### src/rtl/core/ustd_pkg.sv
// Shared types, constants and calendar helpers for the seconds-to-date converter.
package ustd_pkg;

    // Seconds count is divided by 128 first, then by 675 (86400 = 128 * 675)
    localparam int unsigned SEC_LO_BITS  = 7;
    localparam logic [9:0]  DAY_DIV_HI   = 10'd675;
    localparam logic [25:0] DAY_RECIP    = 26'd50903317;   // ceil(2^35 / 675)
    localparam int unsigned DAY_SHIFT    = 35;

    // Time of day
    localparam logic [15:0] HOUR_RECIP   = 16'd37283;      // ceil(2^27 / 3600)
    localparam int unsigned HOUR_SHIFT   = 27;
    localparam logic [11:0] SECS_PER_HR  = 12'd3600;
    localparam logic [11:0] MIN_RECIP    = 12'd2185;       // ceil(2^17 / 60)
    localparam int unsigned MIN_SHIFT    = 17;
    localparam logic [5:0]  SECS_PER_MN  = 6'd60;

    // Date: days counted from 1968-01-01, in four-year blocks
    localparam logic [15:0] EPOCH_OFFSET = 16'd731;        // 1968-01-01 .. 1970-01-01
    localparam logic [15:0] SKIP_2100    = 16'd47541;      // day number of 2100-03-01, counted from 1970-01-01
    localparam logic [15:0] QUAD_RECIP   = 16'd45934;      // ceil(2^26 / 1461)
    localparam int unsigned QUAD_SHIFT   = 26;
    localparam logic [10:0] DAYS_PER_QD  = 11'd1461;
    localparam logic [10:0] QD_YEAR1     = 11'd366;
    localparam logic [10:0] QD_YEAR2     = 11'd731;
    localparam logic [10:0] QD_YEAR3     = 11'd1096;
    localparam logic [11:0] YEAR_BASE    = 12'd1968;

    // Queue between front and back; depth must be a power of two
    localparam int unsigned QUEUE_DEPTH  = 4;
    localparam int unsigned QUEUE_AW     = $clog2(QUEUE_DEPTH);
    localparam int unsigned QUEUE_CW     = $clog2(QUEUE_DEPTH + 1);

    // Register stages in the back part
    localparam int unsigned BACK_STAGES  = 5;

    // Front result: whole days and seconds of the day
    typedef struct packed {
        logic [15:0] days;
        logic [16:0] sod;
    } t_split;

    // Converted date and time
    typedef struct packed {
        logic [11:0] year;
        logic [3:0]  month;
        logic [4:0]  day;
        logic [4:0]  hour;
        logic [5:0]  minute;
        logic [5:0]  second;
    } t_result;

    // First day of a month as day of year, from 0
    function automatic logic [8:0] month_start(input logic [3:0] month, input logic leap);
        logic [8:0] base;
        base = 9'd0;
        unique case (month)
            4'd1:    base = 9'd0;
            4'd2:    base = 9'd31;
            4'd3:    base = 9'd59;
            4'd4:    base = 9'd90;
            4'd5:    base = 9'd120;
            4'd6:    base = 9'd151;
            4'd7:    base = 9'd181;
            4'd8:    base = 9'd212;
            4'd9:    base = 9'd243;
            4'd10:   base = 9'd273;
            4'd11:   base = 9'd304;
            4'd12:   base = 9'd334;
            default: base = 9'd0;
        endcase
        if (leap && (month > 4'd2)) begin
            base = base + 9'd1;
        end
        return base;
    endfunction

endpackage

### src/rtl/core/ustd_front.sv
// Front: accepts seconds counts and splits them into days and seconds of the day.
module ustd_front
    import ustd_pkg::*;
(
    input  logic        i_clk,
    input  logic        i_rst_n,
    input  logic        i_valid,
    output logic        o_ready,
    input  logic [31:0] i_seconds,
    output logic        o_valid,
    input  logic        i_ready,
    output t_split      o_split
);

    logic        r_v0;
    logic        r_v1;
    logic [15:0] r_q;
    logic [24:0] r_x;
    logic [6:0]  r_lo;
    t_split      r_split;

    logic        w_rdy0;
    logic        w_rdy1;
    logic [50:0] w_day_prod;
    logic [25:0] w_q_mul;
    logic [25:0] w_rem;

    // Ready chain through both stages
    assign w_rdy1  = !r_v1 || i_ready;
    assign w_rdy0  = !r_v0 || w_rdy1;
    assign o_ready = w_rdy0;

    // Stage 0: estimate days by reciprocal multiply (exact for all inputs)
    assign w_day_prod = 51'(i_seconds[31:SEC_LO_BITS]) * 51'(DAY_RECIP);

    // Stage 1: remainder gives seconds of day in units of 128 s
    assign w_q_mul = 26'(r_q) * 26'(DAY_DIV_HI);
    assign w_rem   = 26'(r_x) - w_q_mul;

    always_ff @(posedge i_clk) begin
        if (!i_rst_n) begin
            r_v0 <= 1'b0;
            r_v1 <= 1'b0;
        end else begin
            if (w_rdy0) r_v0 <= i_valid;
            if (w_rdy1) r_v1 <= r_v0;
        end
    end

    always_ff @(posedge i_clk) begin
        if (w_rdy0) begin
            r_q  <= w_day_prod[DAY_SHIFT +: 16];
            r_x  <= i_seconds[31:SEC_LO_BITS];
            r_lo <= i_seconds[SEC_LO_BITS-1:0];
        end
        if (w_rdy1) begin
            r_split.days <= r_q;
            r_split.sod  <= {w_rem[9:0], r_lo};
        end
    end

    assign o_valid = r_v1;
    assign o_split = r_split;

endmodule

### src/rtl/core/ustd_queue.sv
// Short request queue between the front and back parts.
module ustd_queue
    import ustd_pkg::*;
(
    input  logic   i_clk,
    input  logic   i_rst_n,
    input  logic   i_valid,
    output logic   o_ready,
    input  t_split i_data,
    output logic   o_valid,
    input  logic   i_ready,
    output t_split o_data
);

    t_split                      r_mem [QUEUE_DEPTH];
    logic [QUEUE_AW-1:0]         r_wr_ptr;
    logic [QUEUE_AW-1:0]         r_rd_ptr;
    logic [QUEUE_CW-1:0]         r_count;

    logic w_push;
    logic w_pop;

    assign o_ready = (r_count != QUEUE_CW'(QUEUE_DEPTH));
    assign o_valid = (r_count != '0);
    assign w_push  = i_valid && o_ready;
    assign w_pop   = o_valid && i_ready;
    assign o_data  = r_mem[r_rd_ptr];

    // Pointers and fill level
    always_ff @(posedge i_clk) begin
        if (!i_rst_n) begin
            r_wr_ptr <= '0;
            r_rd_ptr <= '0;
            r_count  <= '0;
        end else begin
            if (w_push) r_wr_ptr <= r_wr_ptr + QUEUE_AW'(1);
            if (w_pop)  r_rd_ptr <= r_rd_ptr + QUEUE_AW'(1);
            if (w_push && !w_pop) begin
                r_count <= r_count + QUEUE_CW'(1);
            end else if (w_pop && !w_push) begin
                r_count <= r_count - QUEUE_CW'(1);
            end
        end
    end

    // Entry storage
    always_ff @(posedge i_clk) begin
        if (w_push) r_mem[r_wr_ptr] <= i_data;
    end

endmodule

### src/rtl/core/ustd_back.sv
// Back: turns days and seconds of day into calendar date and clock time.
module ustd_back
    import ustd_pkg::*;
(
    input  logic    i_clk,
    input  logic    i_rst_n,
    input  logic    i_valid,
    output logic    o_ready,
    input  t_split  i_split,
    output logic    o_valid,
    input  logic    i_ready,
    output t_result o_result
);

    logic [BACK_STAGES-1:0] r_valid;
    logic [BACK_STAGES:0]   w_rdy;

    // Stage 0
    logic [15:0] r_b0_d;
    logic [4:0]  r_b0_hour;
    logic [16:0] r_b0_sod;
    // Stage 1
    logic [15:0] r_b1_d;
    logic [5:0]  r_b1_quad;
    logic [11:0] r_b1_rem;
    logic [4:0]  r_b1_hour;
    // Stage 2
    logic [10:0] r_b2_r4;
    logic [5:0]  r_b2_quad;
    logic [5:0]  r_b2_min;
    logic [11:0] r_b2_rem;
    logic [4:0]  r_b2_hour;
    // Stage 3
    logic [11:0] r_b3_year;
    logic [8:0]  r_b3_doy;
    logic        r_b3_leap;
    logic [4:0]  r_b3_hour;
    logic [5:0]  r_b3_min;
    logic [5:0]  r_b3_sec;
    // Stage 4
    t_result     r_b4;

    logic [15:0] w_d;
    logic [32:0] w_hour_prod;
    logic [31:0] w_quad_prod;
    logic [16:0] w_hour_secs;
    logic [16:0] w_rem_full;
    logic [15:0] w_quad_days;
    logic [15:0] w_r4_full;
    logic [23:0] w_min_prod;
    logic [11:0] w_min_secs;
    logic [11:0] w_sec_full;
    logic [1:0]  w_yo;
    logic [10:0] w_yo_off;
    logic [10:0] w_doy_full;
    logic [3:0]  w_month;
    logic [8:0]  w_day_full;

    // Ready chain from the output register back to the queue
    always_comb begin
        w_rdy[BACK_STAGES] = i_ready;
        for (int i = BACK_STAGES - 1; i >= 0; i--) begin
            w_rdy[i] = !r_valid[i] || w_rdy[i+1];
        end
    end
    assign o_ready = w_rdy[0];

    always_ff @(posedge i_clk) begin
        if (!i_rst_n) begin
            r_valid <= '0;
        end else begin
            if (w_rdy[0]) r_valid[0] <= i_valid;
            for (int i = 1; i < BACK_STAGES; i++) begin
                if (w_rdy[i]) r_valid[i] <= r_valid[i-1];
            end
        end
    end

    // Stage 0: day number from 1968, with a phantom Feb 29 inserted for 2100
    assign w_d = i_split.days + EPOCH_OFFSET + 16'(i_split.days >= SKIP_2100);
    assign w_hour_prod = 33'(i_split.sod) * 33'(HOUR_RECIP);

    // Stage 1: four-year block and seconds within the hour
    assign w_quad_prod = 32'(r_b0_d) * 32'(QUAD_RECIP);
    assign w_hour_secs = 17'(r_b0_hour) * 17'(SECS_PER_HR);
    assign w_rem_full  = r_b0_sod - w_hour_secs;

    // Stage 2: day within block and minute
    assign w_quad_days = 16'(r_b1_quad) * 16'(DAYS_PER_QD);
    assign w_r4_full   = r_b1_d - w_quad_days;
    assign w_min_prod  = 24'(r_b1_rem) * 24'(MIN_RECIP);

    // Stage 3: year within block, day of year, second
    always_comb begin
        priority if (r_b2_r4 >= QD_YEAR3) begin
            w_yo = 2'd3;
            w_yo_off = QD_YEAR3;
        end else if (r_b2_r4 >= QD_YEAR2) begin
            w_yo = 2'd2;
            w_yo_off = QD_YEAR2;
        end else if (r_b2_r4 >= QD_YEAR1) begin
            w_yo = 2'd1;
            w_yo_off = QD_YEAR1;
        end else begin
            w_yo = 2'd0;
            w_yo_off = 11'd0;
        end
    end
    assign w_doy_full = r_b2_r4 - w_yo_off;
    assign w_min_secs = 12'(r_b2_min) * 12'(SECS_PER_MN);
    assign w_sec_full = r_b2_rem - w_min_secs;

    // Stage 4: month by comparing against month starts, then day of month
    always_comb begin
        w_month = 4'd1;
        for (int k = 2; k <= 12; k++) begin
            if (r_b3_doy >= month_start(4'(k), r_b3_leap)) w_month = 4'(k);
        end
    end
    assign w_day_full = r_b3_doy - month_start(w_month, r_b3_leap) + 9'd1;

    always_ff @(posedge i_clk) begin
        if (w_rdy[0]) begin
            r_b0_d    <= w_d;
            r_b0_hour <= w_hour_prod[HOUR_SHIFT +: 5];
            r_b0_sod  <= i_split.sod;
        end
        if (w_rdy[1]) begin
            r_b1_d    <= r_b0_d;
            r_b1_quad <= w_quad_prod[QUAD_SHIFT +: 6];
            r_b1_rem  <= w_rem_full[11:0];
            r_b1_hour <= r_b0_hour;
        end
        if (w_rdy[2]) begin
            r_b2_r4   <= w_r4_full[10:0];
            r_b2_quad <= r_b1_quad;
            r_b2_min  <= w_min_prod[MIN_SHIFT +: 6];
            r_b2_rem  <= r_b1_rem;
            r_b2_hour <= r_b1_hour;
        end
        if (w_rdy[3]) begin
            r_b3_year <= YEAR_BASE + 12'({r_b2_quad, 2'b00}) + 12'(w_yo);
            r_b3_doy  <= w_doy_full[8:0];
            r_b3_leap <= (w_yo == 2'd0);
            r_b3_hour <= r_b2_hour;
            r_b3_min  <= r_b2_min;
            r_b3_sec  <= w_sec_full[5:0];
        end
        if (w_rdy[4]) begin
            r_b4.year   <= r_b3_year;
            r_b4.month  <= w_month;
            r_b4.day    <= w_day_full[4:0];
            r_b4.hour   <= r_b3_hour;
            r_b4.minute <= r_b3_min;
            r_b4.second <= r_b3_sec;
        end
    end

    assign o_valid  = r_valid[BACK_STAGES-1];
    assign o_result = r_b4;

endmodule

### src/rtl/core/unix_seconds_to_datetime.sv
// Top level: 32-bit Unix seconds to Gregorian date and 24-hour time.
// Request acceptance to o_m_axis_tvalid passes front 2, queue 1 and back 5 register stages;
// the accepting edge loads the first front stage.
// Throughput: one request per cycle while nothing stalls; the stages and the 4-entry queue then advance together.
// Backpressure stalls the back pipeline; the queue lets the front keep accepting until the queue is full.
// Reset (i_rst_n low, synchronous) clears all valid flags and queue pointers; no clear sweep.
module unix_seconds_to_datetime
    import ustd_pkg::*;
(
    input  logic        i_clk,
    input  logic        i_rst_n,
    input  logic        i_s_axis_tvalid,
    output logic        o_s_axis_tready,
    input  logic [31:0] i_s_axis_tdata,   // [31:0] epoch_seconds
    output logic        o_m_axis_tvalid,
    input  logic        i_m_axis_tready,
    output logic [39:0] o_m_axis_tdata    // [11:0] cal_year, [15:12] cal_month,
                                          // [20:16] cal_day, [25:21] clock_hour,
                                          // [31:26] clock_minute, [37:32] clock_second,
                                          // [39:38] zero
);

    logic    w_f_valid;
    logic    w_f_ready;
    t_split  w_f_split;
    logic    w_q_valid;
    logic    w_q_ready;
    t_split  w_q_split;
    t_result w_result;

    ustd_front u_front (
        .i_clk     (i_clk),
        .i_rst_n   (i_rst_n),
        .i_valid   (i_s_axis_tvalid),
        .o_ready   (o_s_axis_tready),
        .i_seconds (i_s_axis_tdata),
        .o_valid   (w_f_valid),
        .i_ready   (w_f_ready),
        .o_split   (w_f_split)
    );

    ustd_queue u_queue (
        .i_clk   (i_clk),
        .i_rst_n (i_rst_n),
        .i_valid (w_f_valid),
        .o_ready (w_f_ready),
        .i_data  (w_f_split),
        .o_valid (w_q_valid),
        .i_ready (w_q_ready),
        .o_data  (w_q_split)
    );

    ustd_back u_back (
        .i_clk    (i_clk),
        .i_rst_n  (i_rst_n),
        .i_valid  (w_q_valid),
        .o_ready  (w_q_ready),
        .i_split  (w_q_split),
        .o_valid  (o_m_axis_tvalid),
        .i_ready  (i_m_axis_tready),
        .o_result (w_result)
    );

    // Pack result fields, lowest field first
    assign o_m_axis_tdata = {2'b00, w_result.second, w_result.minute, w_result.hour,
                             w_result.day, w_result.month, w_result.year};

    // Output fields stay within calendar ranges
    a_field_range: assert property (@(posedge i_clk) disable iff (!i_rst_n)
        o_m_axis_tvalid |-> (w_result.month >= 4'd1) && (w_result.month <= 4'd12) &&
                            (w_result.day >= 5'd1) && (w_result.hour <= 5'd23) &&
                            (w_result.minute <= 6'd59) && (w_result.second <= 6'd59))
        else $error("date/time field out of range");

    // Year limited to the span reachable by a 32-bit count
    a_year_range: assert property (@(posedge i_clk) disable iff (!i_rst_n)
        o_m_axis_tvalid |-> (w_result.year >= 12'd1970) && (w_result.year <= 12'd2106))
        else $error("year out of range");

    // 2100 is not a leap year
    a_no_leap_2100: assert property (@(posedge i_clk) disable iff (!i_rst_n)
        (o_m_axis_tvalid && (w_result.year == 12'd2100) && (w_result.month == 4'd2))
            |-> (w_result.day <= 5'd28))
        else $error("Feb 29 produced for 2100");

    // Nothing is presented right after reset
    a_reset_empty: assert property (@(posedge i_clk)
        !i_rst_n |=> !o_m_axis_tvalid)
        else $error("output valid after reset");

endmodule
### config.mk
export PLATFORM = sky130hd
export DESIGN_NAME = unix_seconds_to_datetime
export DESIGN_NICKNAME = d
export VERILOG_FILES = /design/src/rtl/core/ustd_pkg.sv /design/src/rtl/core/ustd_front.sv /design/src/rtl/core/ustd_queue.sv /design/src/rtl/core/ustd_back.sv /design/src/rtl/core/unix_seconds_to_datetime.sv
export SDC_FILE = /design/constraint.sdc
export NUM_CORES = 2
export LEC_CHECK = 0
export BUFFER_PORTS_ARGS = -buffer_cell sky130_fd_sc_hd__clkbuf_2
export CAP_MARGIN = 15
export CORE_UTILIZATION = 45
export DETAILED_ROUTE_END_ITERATION = 12
export HOLD_SLACK_MARGIN = 0.08
export PLACE_DENSITY_LB_ADDON = 0.12
export SYNTH_ARGS = -nofsm -noshare
export SYNTH_HDL_FRONTEND = slang
export SYNTH_SLANG_ARGS = --single-unit
### constraint.sdc
create_clock -name i_clk -period 9 [get_ports i_clk]
set_input_delay 0.45 -clock i_clk [delete_from_list [all_inputs] [get_ports i_clk]]
set_output_delay 0.45 -clock i_clk [all_outputs]
set_load 0.02 [all_outputs]
== Yosys cells after proc, flatten, opt, wreduce, memory -nomap -nowiden ==
Memories as Yosys holds them, arrays and structs flattened. A register that Yosys moved wholly into a read port is not among the register bits.
Cells that the tools add are included.

* Flip-flop bits (word level): 258
* Latch bits: 0
* Input port bits: 36
* ROM bits: 144
* Word-level logic and storage cells: 140
* Bits in writable memories: 132
* Output and inout bits: 42
* Memories kept: 2

{| class="wikitable"
|+ Memories
! memory !! depth !! bits a word !! read ports !! clocked after memory_dff !! wr ports !! RTL line !! source
|-
| (no name shown) || 16 || 9 || 1 || 0 || 0 || ustd_pkg.sv:57 || <nowiki>unique case (month)</nowiki>
|-
| u_queue.r_mem || 4 || 33 || 1 || 1 || 1 || ustd_queue.sv:15 || <nowiki>t_split r_mem [QUEUE_DEPTH];</nowiki>
|}

* $lt $le $gt $ge: 16
* Reduce and logical (&&, ||, !) cells: 24
* Multipliers: 8
* Divide/modulo/power cells: 0
* Bitwise operators: 0
* Eq/ne operators: 1
* Mux-type cells: 34
* Shift operators: 0
* Add/subtract/negate cells: 16

{| class="wikitable"
|+ Operators with widths
! operator !! count
|-
| $mul A25 B26 Y51 const B || 1
|-
| $ge A9 B8 Y1 || 4
|-
| $mul A17 B16 Y32 const B || 1
|-
| $mul A16 B15 Y31 const B || 1
|-
| $ge A9 B9 Y1 || 3
|-
| $mux W9 || 3
|-
| $mux W3 || 8
|-
| $mux W4 || 6
|-
| $mul A12 B12 Y23 const B || 1
|-
| $ge A9 B7 Y1 || 2
|-
| $add A16 B1 Y16 || 1
|-
| $add A16 B10 Y16 const B || 1
|-
| $ge A16 B16 Y1 const B || 1
|-
| $mul A16 B10 Y10 const B || 1
|-
| $mux W2 || 8
|-
| $add A11 B8 Y12 const A || 1
|-
| $add A12 B2 Y12 || 1
|-
| $sub A12 B12 Y12 || 1
|-
| $ge A11 B10 Y1 const B || 1
|-
| $ge A11 B11 Y1 const B || 1
|-
| $ge A11 B9 Y1 const B || 1
|-
| $mul A6 B11 Y11 const B || 1
|-
| $sub A11 B11 Y11 || 1
|-
| $add A5 B1 Y5 const B || 2
|-
| other kinds (21) || 47
|}

== Logic depth before layout (Yosys ltp) ==
* Depth in word-level cells: 17
* Depth in mapped cells: 25

== Modules after synthesis ==
Synthesis repeated with hierarchy kept, for this count alone.

* Cell total of the unflattened synthesis: 2980
* Area, all modules: 36453.7 µm²

{| class="wikitable"
|+ Modules (own cells, without submodules)
! module !! sequential area each (µm²) !! cells an instance !! area an instance (µm²) !! instances
|-
| ustd_back || 5385.2 || 1544 || 18280.0 || 1
|-
| ustd_front || 2021.9 || 1212 || 12851.1 || 1
|-
| ustd_queue || 4144.0 || 221 || 5303.8 || 1
|-
| unix_seconds_to_datetime || 0.0 || 3 || 18.8 || 1
|}

== Worst setup path after synthesis ==
No wires, ideal clock.

* Path type: register to register
* Start: register (tool-made name)
* End: register u_back.r_b0_hour[3] (data pin)
* Cell stages (with the launch flop): 23
* Data arrival time: 6230 ps
* Path slack: 2513 ps
* Path buffers: 4
* Clock period less this slack: 6487 ps
* Path through: dfxtp_1 -> buf_6 -> buf_6 -> buf_2 -> buf_2 -> mux4_2 -> ha_1 -> ha_1 -> inv_1 -> fa_1 -> inv_1 -> fa_1 -> fa_1 -> fa_1 -> ha_1 -> a21o_1 -> a21o_1 -> a2111oi_0 -> o32ai_1 -> o2111ai_1 -> nand3b_1 -> a21oi_1 -> xnor2_1

{| class="wikitable"
|+ RTL lines
! item !! RTL line !! source
|-
| end signal: assignment || ustd_back.sv:125 || <nowiki>r_b0_hour <= w_hour_prod[HOUR_SHIFT +: 5];</nowiki>
|-
| end: declaration || ustd_back.sv:20 || <nowiki>logic [4:0] r_b0_hour;</nowiki>
|}

==> results.sh <==
export IMPL_nNetsFinal=4182
export IMPL_clock_path_buffers=3
export IMPL_yosysWarnings=0
export IMPL_synth_xor_area_share_pct=2.982
export IMPL_cp_top_family="adder cells"
export IMPL_cts_resized=0
export IMPL_core_area_sq_um=79260
export IMPL_maxSlewViolCount=0
export IMPL_required_ns=9.31
export IMPL_clkTransAtPathRegs_ns=0.06
export IMPL_hold_depth=3
export IMPL_synth_largest_area_cell="edfxtp_1"
export IMPL_post_cts_setup_buffers=0
export IMPL_synth_flop_cell="edfxtp_1"
export IMPL_die_area_sq_um=81420
export IMPL_cts_made_buffers=43
export IMPL_min_to="u_front.r_v0"
export IMPL_pre_cts_ws_ns=2.068
export IMPL_chipWidth_um=285.3
export IMPL_cts_tree="done"
export IMPL_cp_num_buf_inv=3
export IMPL_syn_cell_area_sq_um=36130
export IMPL_ys_seq_elements=390
export IMPL_layout_min_cycle_time_ns=6.595
export IMPL_track_usage_pct=19.21
export IMPL_synth_adder_area_share_pct=45.90
export IMPL_yosysUniqueCellTypes=80
export IMPL_r2r_end="u_back.r_b0_hour[3]"
export IMPL_synth_compound_area_share_pct=6.047
export IMPL_yosysTopAreaCellShare_pct=31.09
export IMPL_first_global_vias=23020
export IMPL_slew_headroom_pct=52.23
export IMPL_drt_initial_drc_count=761
export IMPL_hold_violations=0
export IMPL_setup_violations=0
export IMPL_hold_start="i_s_axis_tvalid"
export IMPL_tightest_slew_ns=0.7157
export IMPL_fin_skew_ns=0.02572
export IMPL_synth_mux_area_share_pct=2.113
export IMPL_wl_per_cell_um=18.09
export IMPL_cp_common_cell="fa_1"
export IMPL_maxCapViolCount=0
export IMPL_arrival_ns=6.91
export IMPL_grt_pass1_wl_mm=122.4
export IMPL_grt_max_degree=37
export IMPL_rsz0062_at_grt="no"
export IMPL_synth_top_family_by_area="adder cells"
export IMPL_synthTopCellsByCount="ha_1 (722), inv_1 (700), fa_1 (377)"
export IMPL_dr_total_vias=20790
export IMPL_antenna_found_initial=2
export IMPL_synthCells=2931
export IMPL_async_reset_ff_share_pct=0
export IMPL_ios=78
export IMPL_h_tree_depth=2
export IMPL_drive_gt1_share_pct=6.721
export IMPL_ant_nets=0
export IMPL_avgSynthCellArea_sq_um=12.33
export IMPL_overflow=0
export IMPL_cpPeakStageDelay_ns=0.71
export IMPL_root_buffer="clkbuf_16"
export IMPL_drc=0
export IMPL_via_per_inst=5.033
export IMPL_reg2reg_depth=18
export IMPL_worstSetupPathType="reg2reg"
export IMPL_dp_hpwl_mm=62.36
export IMPL_max_freq_mhz=151.6
export IMPL_rows=103
export IMPL_tns_ns=0
export IMPL_clock_latency_ns=0.58
export IMPL_worstPathCellList="buf_4 > mux4_2 > ha_1 > inv_1 > fa_1 > inv_1 > fa_1 > fa_1 > fa_1 > ha_1 > a21o_1 > a21o_1 > a2111oi_0 > o32ai_1 > o2111ai_1 > nand3b_1 > a21oi_1 > xnor2_1"
export IMPL_fin_crit_sh_pct=73.28
export IMPL_setup_worst_path_end_class="flip-flop"
export IMPL_yosysMostFrequentCell="ha_1"
export IMPL_synth_edf_count=374
export IMPL_area_delta_synth_final_pct=8.488
export IMPL_cts_hold_buf=7
export IMPL_gp_congestion=0.8743
export IMPL_initial_core_util_pct=45.58
export IMPL_reg2reg_slack_ns=2.40
export IMPL_synth_simple_area_share_pct=3.307
export IMPL_die_y_um=285.3
export IMPL_min_path_type="in2reg"
export IMPL_status="complete, no violations"
export IMPL_worst_slack_ns=2.405
export IMPL_critical_path_slowest_cell="mux4_2"
export IMPL_drt_first_pass_iters=5
export IMPL_portBuffers=75
export IMPL_critPathMaxFanout=22
export IMPL_cts_sinks=390
export IMPL_synth_sequential_area_ratio_pct=31.97
export IMPL_yosys_top_cells_area="edfxtp_1 (31%), ha_1 (25%), fa_1 (21%)"
export IMPL_finalWirelength_mm=74.73
export IMPL_cp_start_kind="flip-flop"
-- final cells by class --
class | instances | area (sq um)
inverters | 701 | 2631
clock buffers | 54 | 1149
diodes | 1 | 2.502
repair buffers | 96 | 550.5
well taps | 1050 | 1314
clock inverters | 24 | 183.9
fillers | 7060 | 40060
flip-flops and latches | 390 | 11550
multi-input cells | 1815 | 21810
-- cell usage in the layout (no fill, tap or decap), types with 10 or more instances in the layout --
| cell type | instances |
|---|---|
| and2_1 | 14 |
| fa_1 | 377 |
| buf_4 | 14 |
| nand3_1 | 17 |
| o21ai_0 | 44 |
| a21o_1 | 46 |
| o21a_1 | 18 |
| clkinv_1 | 10 |
| xor2_1 | 38 |
| a21oi_1 | 85 |
| nand2_1 | 58 |
| o21bai_1 | 12 |
| a211oi_1 | 16 |
| xnor2_1 | 85 |
| o211ai_1 | 10 |
| nand2b_1 | 11 |
| clkbuf_2 | 75 |
| edfxtp_1 | 374 |
| ha_1 | 722 |
| and3_1 | 11 |
| nor3_1 | 17 |
| nor2b_1 | 14 |
| inv_1 | 700 |
| mux4_2 | 33 |
| clkbuf_16 | 44 |
| nand4_1 | 16 |
| nor2_1 | 59 |
| dfxtp_1 | 15 |
-- how the worst max path moves through the flow --
| stage | slack (ns) | cells past startpoint | startpoint | end |
|---|---|---|---|---|
| 3_5_place_dp | 2.07 | 19 | i_s_axis_tdata[30] | u_front.r_q[12] |
| 3_3_place_gp | 2.35 | 21 | i_s_axis_tdata[21] | u_front.r_q[15] |
| 5_1_grt | 1.97 | 18 | flip-flop | u_back.r_b0_hour[3] |
| 2_1_floorplan | 2.51 | 22 | flip-flop | u_back.r_b0_hour[3] |
| 6_report | 2.40 | 18 | flip-flop | u_back.r_b0_hour[3] |
| 4_1_cts | 2.30 | 18 | flip-flop | u_back.r_b0_hour[3] |
-- sequential cells by signal (all words and copies together), names as in the netlist, 7 cells and up, named ones only --
signal	count
u_queue.r_mem	132
u_back.r_b1_rem	12
u_front.r_x	10
u_back.r_b3_doy	9
u_front.r_q	16
u_front.o_split	33
u_back.o_result	37
u_front.r_lo	7
u_back.r_b1_d	11
u_back.r_b0_d	16
u_back.r_b3_year	11
u_back.r_b0_sod	12
u_back.r_b2_r4	11
-- worst min-delay path, cell delays in order --
cell	delay, ns
clkbuf_2	0.08
a21oi_1	0.03
nor2b_1	0.10
-- metal layers --
layer  share of wire (%)  vias up  GRT usage [%]
met5                   0        -              0
met4                 2.8        0          5.775
li1                    -    10120              -
met1                  45    10290          24.73
met3                 2.8       91          2.128
met2                  49      290          33.89
-- metrics by stage --
stage          util, %  hold WS [ns]  instances  cell area (sq um)
5_1_grt          49.45        0.1473       4130              39190
6_report         49.45        0.1356       4131              39190
3_3_place_gp     47.68        0.4030       4045              37790
3_5_place_dp     47.68        0.4045       4045              37790
2_1_floorplan        -        0.4003       2932              36130
4_1_cts          49.45       0.08808       4130              39190
-- logic make-up (layout without fill, tap and decap cells) --
kind of cell,Yosys count,after routing
adder cells (fa/ha/maj),1099,1099
buffers and inverters,727,875
flip-flops,390,390
AO/OA/AOI/OAI,316,316
AND/OR/NAND/NOR,240,240
XOR/XNOR,123,123
multiplexers,35,35
other,1,3
Power is not shown: default switching activity piles up to over one toggle a cycle in this logic, so the estimate is an artifact.
